**config.mk**
```make
export PLATFORM = sky130hd
export DESIGN_NAME = apcr_cfg
export DESIGN_NICKNAME = d
export VERILOG_FILES = /design/src/hdl/apcr_pkg.sv /design/src/hdl/apcr_cfg.sv
export SDC_FILE = /design/constraint.sdc
export NUM_CORES = 1
export LEC_CHECK = 0
export BUFFER_PORTS_ARGS = -buffer_cell sky130_fd_sc_hd__buf_4
export CORE_MARGIN = 4
export CORE_UTILIZATION = 45
export CTS_BUF_LIST = sky130_fd_sc_hd__clkbuf_8 sky130_fd_sc_hd__clkbuf_16
export CTS_CLUSTER_SIZE = 25
export DETAILED_ROUTE_END_ITERATION = 16
export HOLD_SLACK_MARGIN = 0.08
export PLACE_DENSITY_LB_ADDON = 0.1
export SLEW_MARGIN = 40
export SYNTH_ARGS = -nofsm -noshare
export SYNTH_HDL_FRONTEND = slang
export SYNTH_SLANG_ARGS = --single-unit
```
**constraint.sdc**
```tcl
create_clock -name i_clk -period 1.1 [get_ports i_clk]
set_input_delay 0.055 -clock i_clk [delete_from_list [all_inputs] [get_ports i_clk]]
set_output_delay 0.055 -clock i_clk [all_outputs]
set_load 0.03 [all_outputs]
```
**src/hdl/apcr_pkg.sv**
```systemverilog
`timescale 1ns / 1ps
`default_nettype none
package apcr_pkg;

    localparam int SMP_W      = 24;
    localparam int NUM_COMBS  = 8;
    localparam int NUM_APS    = 4;
    localparam int COMB_DEPTH = 2048;
    localparam int AP_DEPTH   = 2048;
    localparam int CB_AW      = 14;
    localparam int CL_AW      = 11;
    localparam int AP_AW      = 11;
    localparam int POS_W      = 10;

    // Q1.16 coefficients
    localparam logic [16:0] UNITY    = 17'd65536;
    localparam logic [18:0] FB_SPAN  = 19'd45875;
    localparam logic [16:0] FB_BASE  = 17'd18350;
    localparam logic [18:0] DMP_SPAN = 19'd62259;
    localparam logic [16:0] C_MIN    = 17'd655;
    localparam logic [16:0] C_MAX    = 17'd64881;

    // whole-sample comb delays and allpass regions
    localparam logic [CL_AW-1:0] COMB_DLY [NUM_COMBS] =
        '{11'd1116, 11'd1188, 11'd1277, 11'd1356, 11'd1422, 11'd1491, 11'd1557, 11'd1617};
    localparam logic [AP_AW-1:0] AP_BASE [NUM_APS] = '{11'd0, 11'd556, 11'd997, 11'd1338};
    localparam logic [POS_W-1:0] AP_LEN  [NUM_APS] = '{10'd556, 10'd441, 10'd341, 10'd225};

    typedef enum logic [2:0] {
        REG_ROOM   = 3'd0,
        REG_DAMP   = 3'd1,
        REG_WIDTH  = 3'd2,
        REG_WET    = 3'd3,
        REG_DRY    = 3'd4,
        REG_FREEZE = 3'd5
    } t_reg_idx;

    typedef struct packed {
        logic [16:0] room;
        logic [16:0] damp;
        logic [16:0] wid;
        logic [16:0] wet;
        logic [16:0] dry;
        logic        freeze;
    } t_cfg;

    typedef enum logic [3:0] {
        ST_CLEAR, ST_IDLE, ST_FB, ST_DC, ST_DRY, ST_AP,
        ST_CM1, ST_CM2, ST_CM3, ST_CM4, ST_CWR,
        ST_WM, ST_WL, ST_FIN, ST_PUT
    } t_state;

    function automatic logic signed [SMP_W-1:0] sat_smp(input logic signed [31:0] v);
        logic signed [31:0] hi;
        logic signed [31:0] lo;
        hi = 32'sd8388607;
        lo = -32'sd8388608;
        if (v > hi) sat_smp = 24'sh7FFFFF;
        else if (v < lo) sat_smp = 24'sh800000;
        else sat_smp = v[SMP_W-1:0];
    endfunction

    function automatic logic signed [27:0] rnd16(input logic signed [43:0] v);
        logic signed [43:0] t;
        t = v + 44'sd32768;
        rnd16 = t[43:16];
    endfunction

    function automatic logic signed [26:0] rnd17(input logic signed [43:0] v);
        logic signed [43:0] t;
        t = v + 44'sd65536;
        rnd17 = t[43:17];
    endfunction

    function automatic logic [16:0] q16(input logic [16:0] v);
        q16 = (v > UNITY) ? UNITY : v;
    endfunction

endpackage
`default_nettype wire

```
**src/hdl/apcr_cfg.sv**
```systemverilog
`timescale 1ns / 1ps
`default_nettype none
module apcr_cfg
    import apcr_pkg::*;
(
    input  wire logic        i_clk,
    input  wire logic        i_rst_n,
    input  wire logic        i_cfg_valid,
    output logic             o_cfg_ready,
    input  wire logic [2:0]  i_cfg_index,
    input  wire logic [16:0] i_cfg_data,
    output t_cfg             o_cfg
);
    logic [16:0] r_room, r_damp, r_wid, r_wet, r_dry;
    logic        r_freeze;

    assign o_cfg_ready = 1'b1;

    // take a register write transaction; unknown indexes drop
    always_ff @(posedge i_clk) begin
        if (!i_rst_n) begin
            r_room   <= 17'd32768;
            r_damp   <= 17'd32768;
            r_wid    <= 17'd65536;
            r_wet    <= 17'd21627;
            r_dry    <= 17'd26214;
            r_freeze <= 1'b0;
        end else if (i_cfg_valid) begin
            case (t_reg_idx'(i_cfg_index))
                REG_ROOM:   r_room   <= i_cfg_data;
                REG_DAMP:   r_damp   <= i_cfg_data;
                REG_WIDTH:  r_wid    <= i_cfg_data;
                REG_WET:    r_wet    <= i_cfg_data;
                REG_DRY:    r_dry    <= i_cfg_data;
                REG_FREEZE: r_freeze <= i_cfg_data[0];
                default: ;
            endcase
        end
    end

    // clamp gains to unity
    always_comb begin
        o_cfg.room   = q16(r_room);
        o_cfg.damp   = q16(r_damp);
        o_cfg.wid    = q16(r_wid);
        o_cfg.wet    = q16(r_wet);
        o_cfg.dry    = q16(r_dry);
        o_cfg.freeze = r_freeze;
    end
endmodule
`default_nettype wire

```
# Word level (Yosys, flattened, before mapping)
# Cells that the tools add are included.
# totals
register_bits	86
in_bits	23
word_cells	28
# op_classes
order_cmp	5
n_eq_ne	5
n_mux	5
n_reduce_logical	7
# op_table
op	count
$gt A17 B17 Y1 const B	5
$mux W17	5
$reduce_and A2 Y1	6
$eq A3 B2 Y1 const B	2
$eq A3 B3 Y1 const B	2
$eq A3 B1 Y1 const B	1
$logic_not A3 Y1	1

# Depth between registers and ports, before layout
# Gate-level depths: netlist (run 1).
# logic_depth
word_depth	2
ltp_mapped	6

# Worst setup path before layout (run 1)
# No wires, ideal clock.
# synth_timing
path_type	reg-to-output
from	register r_dry[3]
to	output o_cfg[10] (netlist bit)
arrival_time_ns	1.410
required_time_ns	1.045
slack_ns	-0.365
stages_incl_launch_ff	4
path_buffers	0
cell_sequence	dfxtp_1 nor4_1 a41oi_1 nor2b_1
# synth_lines
element	line	text
start: declaration	apcr_cfg.sv:14	logic [16:0] r_room, r_damp, r_wid, r_wet, r_dry;
start signal: assignment	apcr_cfg.sv:34	REG_DRY: r_dry <= i_cfg_data;
end: declaration	apcr_cfg.sv:12	output t_cfg o_cfg

==> results of run 1 <==
[cells in the mapped netlist (all sizes together) (2+ instances only)]
master	n
nand3	19
nand4bb	3
nand4b	2
buf	19
clkbuf	19
nand2	169
a21boi	65
dfxtp	86
a41oi	5
nor4bb	3
nor2b	81
inv	5
nor4	20
[logic make-up after synthesis]
group / Yosys count / share of synthesized area [%]
buf+inv: 43 / 5.43
mux: 1 / 0.251
other cells: 1 / 0.0941
flops: 86 / 43.2
compound gates: 71 / 13.5
simple gates: 300 / 37.5
[routing by layer]
metal	wire [microns]	track usage [%]	vias to the layer above	share of wire (%)
li1	-	-	2058	-
met1	5750	34.3	2058	39
met2	7680	48.2	156	52
met3	911	3.75	36	6.1
met4	497	8.88	0	3.3
met5	0	0	-	0
[path summary, 6_finish.rpt]
path	from	cells after the start	to	slack, ns
worst min-delay path	i_cfg_index[0]	5	r_wid[9]$_SDFFE_PN0P_	0.19
worst max-delay path	r_room[0]$_SDFFE_PN0P_	5	o_cfg[84]	-0.64
worst max register to register	r_wet[9]$_SDFFE_PN0P_	5	r_wet[9]$_SDFFE_PN0P_	0.14
worst min register to register	r_wid[4]$_SDFFE_PN0P_	2	r_wid[4]$_SDFFE_PN0P_	0.49
[what timing repair did]
item,CTS,global route
endpoints found under the hold margin,86,0
setup endpoints to repair,80,83
resized for setup,132,53
hold buffers,18,0
buffers inserted,3,12
cloned,0,0
pin swaps,2,2
[layout make-up]
type | count | area [sq um] | share of cell area [%]
Inverter | 5 | 18.8 | 0.251
Tap cell | 108 | 135 | 1.81
Clock inverter | 5 | 51.3 | 0.686
Multi-Input combinational cell | 373 | 2950 | 39.5
Sequential cell | 86 | 1800 | 24.1
Timing Repair Buffer | 237 | 2380 | 31.8
Clock buffer | 10 | 138 | 1.84
[registers in the layout (all words and copies together) (netlist names)]
register  cells
r_room       17
r_wid        17
r_wet        17
r_damp       17
r_freeze      1
r_dry        17
[through the flow]
| step | setup TNS [ns] | power [mW] | setup WS, ns |
|---|---|---|---|
| after global placement | -10.62 | 4.55 | -0.225 |
| after floorplan | -13.97 | 4.02 | -0.326 |
| after CTS | -31.00 | 6.87 | -0.621 |
| after detailed placement | -12.00 | 4.57 | -0.247 |
| final | -30.78 | 6.92 | -0.638 |
| after global routing | -35.39 | 7.16 | -0.707 |
[worst reg2reg max path, stage by stage (launching register included)]
cell      delay [ns]
dfxtp_4         0.36
buf_6           0.11
buf_4           0.12
buf_4           0.12
nand2_1         0.06
a21boi_1        0.07
[power breakdown]
group	leakage [nW]	internal, mW	switching [mW]
Combinational	2.34	0.708	0.719
Sequential	0.712	3.18	0.0880
Clock	0.0993	1.09	1.14
[placed cells by master, fill, tap and decap left out, drive strengths merged]
cell         netlist  layout
buf               19     219
conb               1       1
clkinv             0       2
nand3             19      19
or4b               1       1
bufinv             0       1
a21boi            65      65
inv                5       6
nor4              20      20
nand4bb            3       3
a41oi              5       5
mux2i              1       1
dlygate4sd3        0      18
o211ai             1       1
clkbuf            19      10
nand2            169     169
dfxtp             86      86
and4b              1       1
nor2b             81      81
clkinvlp           0       1
nand4b             2       2
nor4b              1       1
nor4bb             3       3
==> flow_summary.ini, run 1 <==
[yosys]
syn_nets = 525
async_reset_ff_share_pct = 0
yosys-top-cells-area = dfxtp_1 (43%), nand2_1 (16%), nor2b_1 (13%)
syn_area_sq_mm = 0.00398
synth_top_area_share_pct = 43.2
synth_top_area_cell = dfxtp_1
synthCells = 502
syn_area_per_cell_sq_um = 7.94
synth-edff-count = 0
ys_ff_latch = 86
yosysSeqAreaShare_pct = 43.2
yosysWarnings = 0
ys.flop_type = dfxtp_1
synthDistinctLibCells = 22

[timing]
final-setup-viol-count = 80
hold_ws_ns = 0.186
layout_setup_ws_ns = -0.638
hold_viol_final = 0
slew_viol_final = 0
max_clock_freq_mhz = 575
period_needed_ns = 1.74
clock_skew_ns = 0
rsz0062_at_grt = true
fin_crit_sh_pct = 158

[worst_setup_path]
crit_required_ns = 1.04
cp_top_family = simple AND/OR/NAND/NOR gates
start_kind = register
critPathSlowestCell = dfxtp_2
crit_type = register to primary output
cp_slowest_stage_delay_ns = 0.35
end_kind = primary output
cp.arrival_ns = 1.68
cp_num_buf_inv = 2
crit_fanout = 10
cp_cell_sequence = nor4_4, a41oi_4, buf_12, nor2b_2, buf_6

[cells_and_area]
drive_above_1_share_pct = 53.5
area_delta_synth_final_pct = 87.8
fin_area_sq_mm = 0.00748
antennaDiodeCount = 0
instances_no_fill = 824
fin_util_pct = 86.2
fin_nets = 735
fill_cells = 454

[detailed_routing]
post_drt_wl_per_cell_microns = 18.0
drt_iter0_markers = 167
first_pass_iters = 4
routed_via_density = 5.23
wl_mm = 14.8
drcViolationCount = 0
drtAntennaViolNets = 0
num_vias = 4308

[clock_network]
path_clk_slew_ns = 0.08
cts_root_buf = clkbuf_8
tritoncts = yes
cts_buffers = 9
htreeDepth = 3
cts_sinks = 86
cts_buffer_depth = 2
clock_latency_ns = 0.35

[global_route]
grt-ovfl-total = 0
antenna_found_initial = 0
grt_pass1_vias = 4286
grt_max_degree = 44
grtUsageTotal_pct = 27.3
grt_pass1_wl_mm = 21.9

[placement]
gp_routability_congestion = 0.819
placed_area_sq_mm = 0.00640
place_inst = 782
portBuffers = 108
hpwl_mm = 9.19

[die]
die_area_sq_mm = 0.0104
io_pins = 110
die_h_microns = 102
initial_utilization_pct = 45.9
core_sq_mm = 0.00868
die_width_microns = 102
rows = 34

[run_status]
outcome = finished with violations
violations = negative setup slack

[power]
power_density_mw_per_mm2 = 925
irDropWorstVdd_v = 0.000696
p_leak_nw = 3.15

[flow_run]
drv_cap = 0

[min_path]
hold_path.class = input pin to register
No activity file was read; power rests on OpenSTA's default activity.
==> run 2, diff against run 1 <==
--- a/config.mk
+++ b/config.mk
@@ -5,6 +5,7 @@
 export SDC_FILE = /design/constraint.sdc
 export NUM_CORES = 1
 export LEC_CHECK = 0
+export ABC_CLOCK_PERIOD_IN_PS = 1100
 export BUFFER_PORTS_ARGS = -buffer_cell sky130_fd_sc_hd__buf_4
 export CORE_MARGIN = 4
 export CORE_UTILIZATION = 45
@@ -13,6 +14,7 @@
 export DETAILED_ROUTE_END_ITERATION = 16
 export HOLD_SLACK_MARGIN = 0.08
 export PLACE_DENSITY_LB_ADDON = 0.1
+export RECOVER_POWER = 50
 export SLEW_MARGIN = 40
 export SYNTH_ARGS = -nofsm -noshare
 export SYNTH_HDL_FRONTEND = slang
==> flow_summary.ini, run 2 (same netlist as run 1, synthesis figures left out) <==
[min_path]
hold_path.class = input pin to register
min_path_cells = 4
holdCritStartpoint = i_cfg_valid
whs_endpoint = r_freeze$_SDFFE_PN0P_

[worst_setup_path]
cp_top_family = simple AND/OR/NAND/NOR gates
r2r-end = r_wet[9]$_SDFFE_PN0P_
cp.arrival_ns = 1.68
r2r_slack_ns = 0.14
cp_cell_sequence = nor4_4, a41oi_4, buf_12, nor2b_2, buf_6
start_kind = register
crit_type = register to primary output
cp_slowest_stage_delay_ns = 0.35
cp_num_buf_inv = 2
critPathSlowestCell = dfxtp_2
reg2regPathDepth = 5
r2r_start = r_wet[9]$_SDFFE_PN0P_
crit_fanout = 10
crit_required_ns = 1.04
end_kind = primary output

[detailed_routing]
num_vias = 4353
drt_iter0_markers = 240
wl_met1_mm = 5.86
routed_via_density = 5.28
drtAntennaViolNets = 0
post_drt_wl_per_cell_microns = 18.1
wl_met2_mm = 7.83
wl_met3_microns = 765
drcViolationCount = 0
top_layer_used = met4
first_pass_iters = 4
wl_mm = 14.9

[die]
die_area_sq_mm = 0.0104
io_pins = 110
die_width_microns = 102
initial_utilization_pct = 45.9
core_sq_mm = 0.00868
rows = 34
die_h_microns = 102

[timing]
period_needed_ns = 1.74
slew_viol_final = 0
final-setup-viol-count = 88
hold_ws_ns = 0.194
fin_crit_sh_pct = 158
rsz0062_at_grt = true
hold_viol_final = 0
clock_skew_ns = 0
fin_tns_setup_ns = -31.08
layout_setup_ws_ns = -0.639
max_clock_freq_mhz = 575

[cells_and_area]
fin_nets = 735
area_delta_synth_final_pct = 87.0
fill_cells = 463
drive_above_1_share_pct = 53.1
layout_commonest_cell = nand2_1
final_cell_mix = nand2_1 (168), buf_4 (98), buf_6 (97), nor2b_4 (64), a21boi_1 (62)
fin_area_sq_mm = 0.00745
antennaDiodeCount = 0

[global_route]
grtUsageTotal_pct = 27.3
grt_pass1_wl_mm = 21.9
grt_max_degree = 44
grt_pass1_vias = 4286
antenna_found_initial = 0
grt-ovfl-total = 0

[flow_run]
drv_cap = 0

[placement]
gp_routability_congestion = 0.819
pre_cts_ws_ns = -0.247
hpwl_mm = 9.19
placed_area_sq_mm = 0.00640
portBuffers = 108

[clock_network]
cts_sinks = 86
tritoncts = yes
cts_buffers = 9
cts_root_buf = clkbuf_8
cts_buffer_depth = 2
path_clk_slew_ns = 0.09
clock_latency_ns = 0.35
htreeDepth = 3

[run_status]
outcome = finished with violations
violations = negative setup slack

[power]
p_leak_nw = 3.14
power_density_mw_per_mm2 = 928
totalPowerFinal_mw = 6.91
irDropWorstVdd_v = 0.000710
==> run 2: cell count changes in the layout (fill, tap and decap cells not counted), moves of 3 or more <==
| cell | delta |
|---|---|
| a21boi_0 | +3 |
| buf_4 | -7 |
| clkbuf_2 | +6 |
| a21boi_1 | -3 |
==> run 2: worst max-delay path by stage <==
stage / start / endpoint / slack (ns) / cells after the start
finish: r_room[0]$_SDFFE_PN0P_ / o_cfg[84] / -0.64 / 5
global route: r_room[0]$_SDFFE_PN0P_ / o_cfg[84] / -0.71 / 5
CTS: r_wet[1]$_SDFFE_PN1P_ / o_cfg[32] / -0.62 / 5
detailed placement: r_damp[14]$_SDFFE_PN0P_ / o_cfg[65] / -0.25 / 5
global placement: r_dry[7]$_SDFFE_PN0P_ / o_cfg[7] / -0.23 / 5
floorplan: r_wet[0]$_SDFFE_PN1P_ / o_cfg[31] / -0.33 / 3
==> run 2: what timing repair did <==
item                                    4_1_cts  5_1_grt
pin swaps                                     2        2
hold buffers                                 18        0
gates resized for setup                     132       53
endpoints found under the setup margin       80       83
buffers inserted                              3       12
hold endpoints to repair                     86        0
==> run 2: metrics by stage <==
step | util (%) | instances
final | 85.8 | 824
after global routing | 85.8 | 824
after CTS | 83.5 | 817
after detailed placement | 73.8 | 782
after global placement | 73.8 | 782
after floorplan | - | 502
==> run 2: area by class of cell <==
cell class	instances	area, sq um	share of cell area, %
multi-input combinational	373	2950	39.6
timing repair buffer	237	2360	31.6
sequential	86	1800	24.2
clock buffer	10	138	1.85
tap	108	135	1.81
clock inverter	5	51.3	0.689
inverter	5	18.8	0.252
==> run 2: tightest hold or removal path, stage by stage <==
cell,delay [ns]
buf_4,0.14
nand4b_1,0.14
mux2i_1,0.09
nor2b_1,0.10
==> run 2: power breakdown <==
part / switching [mW] / total (mW) / internal [mW]
Clock: 1.14 / 2.23 / 1.09
Sequential: 0.0879 / 3.27 / 3.18
Combinational: 0.721 / 1.42 / 0.699
Total: 1.95 / 6.91 / 4.96
==> run 2: per-layer routing <==
metal / vias to the layer above / global-route usage (%)
li1: 2059 / -
met3: 30 / 3.75
met2: 146 / 48.2
met4: 0 / 8.88
met5: - / 0
met1: 2118 / 34.3
==> run 3, diff against run 2 <==
--- a/config.mk
+++ b/config.mk
@@ -5,7 +5,7 @@
 export SDC_FILE = /design/constraint.sdc
 export NUM_CORES = 1
 export LEC_CHECK = 0
-export ABC_CLOCK_PERIOD_IN_PS = 1100
+export ABC_CLOCK_PERIOD_IN_PS = 1500
 export BUFFER_PORTS_ARGS = -buffer_cell sky130_fd_sc_hd__buf_4
 export CORE_MARGIN = 4
 export CORE_UTILIZATION = 45
==> constraint.sdc (replaced) <==
create_clock -name i_clk -period 1.5 [get_ports i_clk]
set_input_delay 0.075 -clock i_clk [delete_from_list [all_inputs] [get_ports i_clk]]
set_output_delay 0.075 -clock i_clk [all_outputs]
set_load 0.03 [all_outputs]
==> flow_summary.ini, run 3 (same netlist as run 1, synthesis figures left out) <==
[worst_setup_path]
cp_cell_sequence = nor4_4, a41oi_2, buf_4, nor2b_1, buf_4
reg2regPathDepth = 3
start_kind = register
cp_top_family = simple AND/OR/NAND/NOR gates
cp.arrival_ns = 1.67
cp_common_cell = buf_4
crit_fanout = 5
r2r_start = r_wet[16]$_SDFFE_PN0P_
cp_slowest_stage_delay_ns = 0.35
r2r_slack_ns = 0.74
crit_required_ns = 1.42
critPathSlowestCell = dfxtp_2
end_kind = primary output
crit_type = register to primary output
cp_num_buf_inv = 2
r2r-end = r_wet[16]$_SDFFE_PN0P_

[timing]
clock_skew_ns = 0
layout_setup_ws_ns = -0.245
max_clock_freq_mhz = 573
period_needed_ns = 1.74
final-setup-viol-count = 50
rsz0062_at_grt = true
slew_viol_final = 0
hold_viol_final = 0
fin_crit_sh_pct = 116
slew_headroom_pct = 61.5
worst_slew_pin_slew_ns = 0.577
fin_tns_setup_ns = -10.10

[detailed_routing]
drt_iter0_markers = 165
wl_mm = 11.9
drtAntennaViolNets = 0
routed_via_density = 5.18
post_drt_wl_per_cell_microns = 16.0
drcViolationCount = 0
num_vias = 3862
first_pass_iters = 4

[clock_network]
cts_buffers = 9
cts_buffer_depth = 2
htreeDepth = 3
cts_root_buf = clkbuf_8
cts_sinks = 86
tritoncts = yes
clock_latency_ns = 0.35
path_clk_slew_ns = 0.08

[die]
initial_utilization_pct = 45.9
rows = 34
core_sq_mm = 0.00868
die_area_sq_mm = 0.0104
io_pins = 110
die_h_microns = 102
die_width_microns = 102

[min_path]
whs_endpoint = r_freeze$_SDFFE_PN0P_
min_path_cells = 4
hold_path.class = input pin to register
holdCritStartpoint = i_cfg_valid

[placement]
gp_routability_congestion = 0.835
placed_area_sq_mm = 0.00494
hpwl_mm = 7.87
pre_cts_ws_ns = 0.0763
portBuffers = 108
place_inst = 702

[global_route]
antenna_found_initial = 0
grt_pass1_vias = 3656
grt-ovfl-total = 0
grt_max_degree = 33
grtUsageTotal_pct = 23.2
grt_pass1_wl_mm = 18.7

[power]
p_leak_nw = 2.43
totalPowerFinal_mw = 4.94
irDropWorstVdd_v = 0.000574
power_density_mw_per_mm2 = 846

[cells_and_area]
instances_no_fill = 746
fin_area_sq_mm = 0.00584
final_cell_mix = nand2_1 (168), buf_4 (122), nor2b_1 (71), dfxtp_1 (58), a21boi_1 (43)
antennaDiodeCount = 0
fin_nets = 656
drive_above_1_share_pct = 35.0
layout_commonest_cell = nand2_1
area_delta_synth_final_pct = 46.6

[run_status]
violations = negative setup slack
outcome = finished with violations

[flow_run]
drv_cap = 0
==> run 3: cell count changes in the layout (fill, tap and decap cells not counted), sizes merged <==
cell    delta
inv        +1
clkinv     -1
bufinv     +1
buf       -76
clkbuf     -3
==> run 3: layout make-up <==
class,count,area (sq um)
clock buffer,10,138
timing repair buffer,158,1260
inverter,5,18.8
multi-input combinational,373,2440
fill,737,2840
tap,108,135
sequential,86,1760
clock inverter,6,85.1
==> run 3: how the worst max path moves through the flow <==
stage / start / end / slack (ns) / cells past startpoint
after floorplan: r_dry[3]$_SDFFE_PN0P_ / o_cfg[10] / 0.01 / 3
after global placement: r_wid[0]$_SDFFE_PN0P_ / o_cfg[43] / 0.1 / 5
after detailed placement: r_damp[0]$_SDFFE_PN0P_ / o_cfg[60] / 0.08 / 5
after CTS: r_damp[7]$_SDFFE_PN0P_ / o_cfg[60] / -0.24 / 5
after global routing: r_wid[6]$_SDFFE_PN0P_ / o_cfg[48] / -0.32 / 5
final: r_room[0]$_SDFFE_PN0P_ / o_cfg[79] / -0.24 / 5
==> run 3: worst min-delay path, stage by stage <==
cell and delay, ns:
buf_4 0.15, nand4b_1 0.11, mux2i_1 0.07, nor2b_1 0.10
==> run 3: timing repair <==
item                       CTS  global route
resized for setup           75            34
hold buffers                18             0
cloned                       5             0
hold endpoints to repair    86             0
buffers inserted             5             0
setup endpoints to repair   50            50
pin swaps                   16            10
==> run 3: per-layer routing <==
metal,part of all wire [%],wire [microns],GRT usage (%)
met1,43,5110,29.9
met2,50,6000,38.9
met3,6.1,727,4.98
met4,0.90,108,7.16
met5,0,0,0
==> run 3: power by group <==
part / internal (mW) / total [mW] / switching [mW]
clock: 0.981 / 1.79 / 0.805
sequential: 2.34 / 2.41 / 0.0658
combinational: 0.332 / 0.749 / 0.417
total: 3.65 / 4.94 / 1.29
==> run 3: metrics by stage <==
step,util [%],hold WS [ns]
2_1_floorplan,-,0.199
3_3_place_gp,56.9,0.348
3_5_place_dp,56.9,0.357
4_1_cts,66.4,0.183
5_1_grt,67.3,0.224
6_report,67.3,0.195
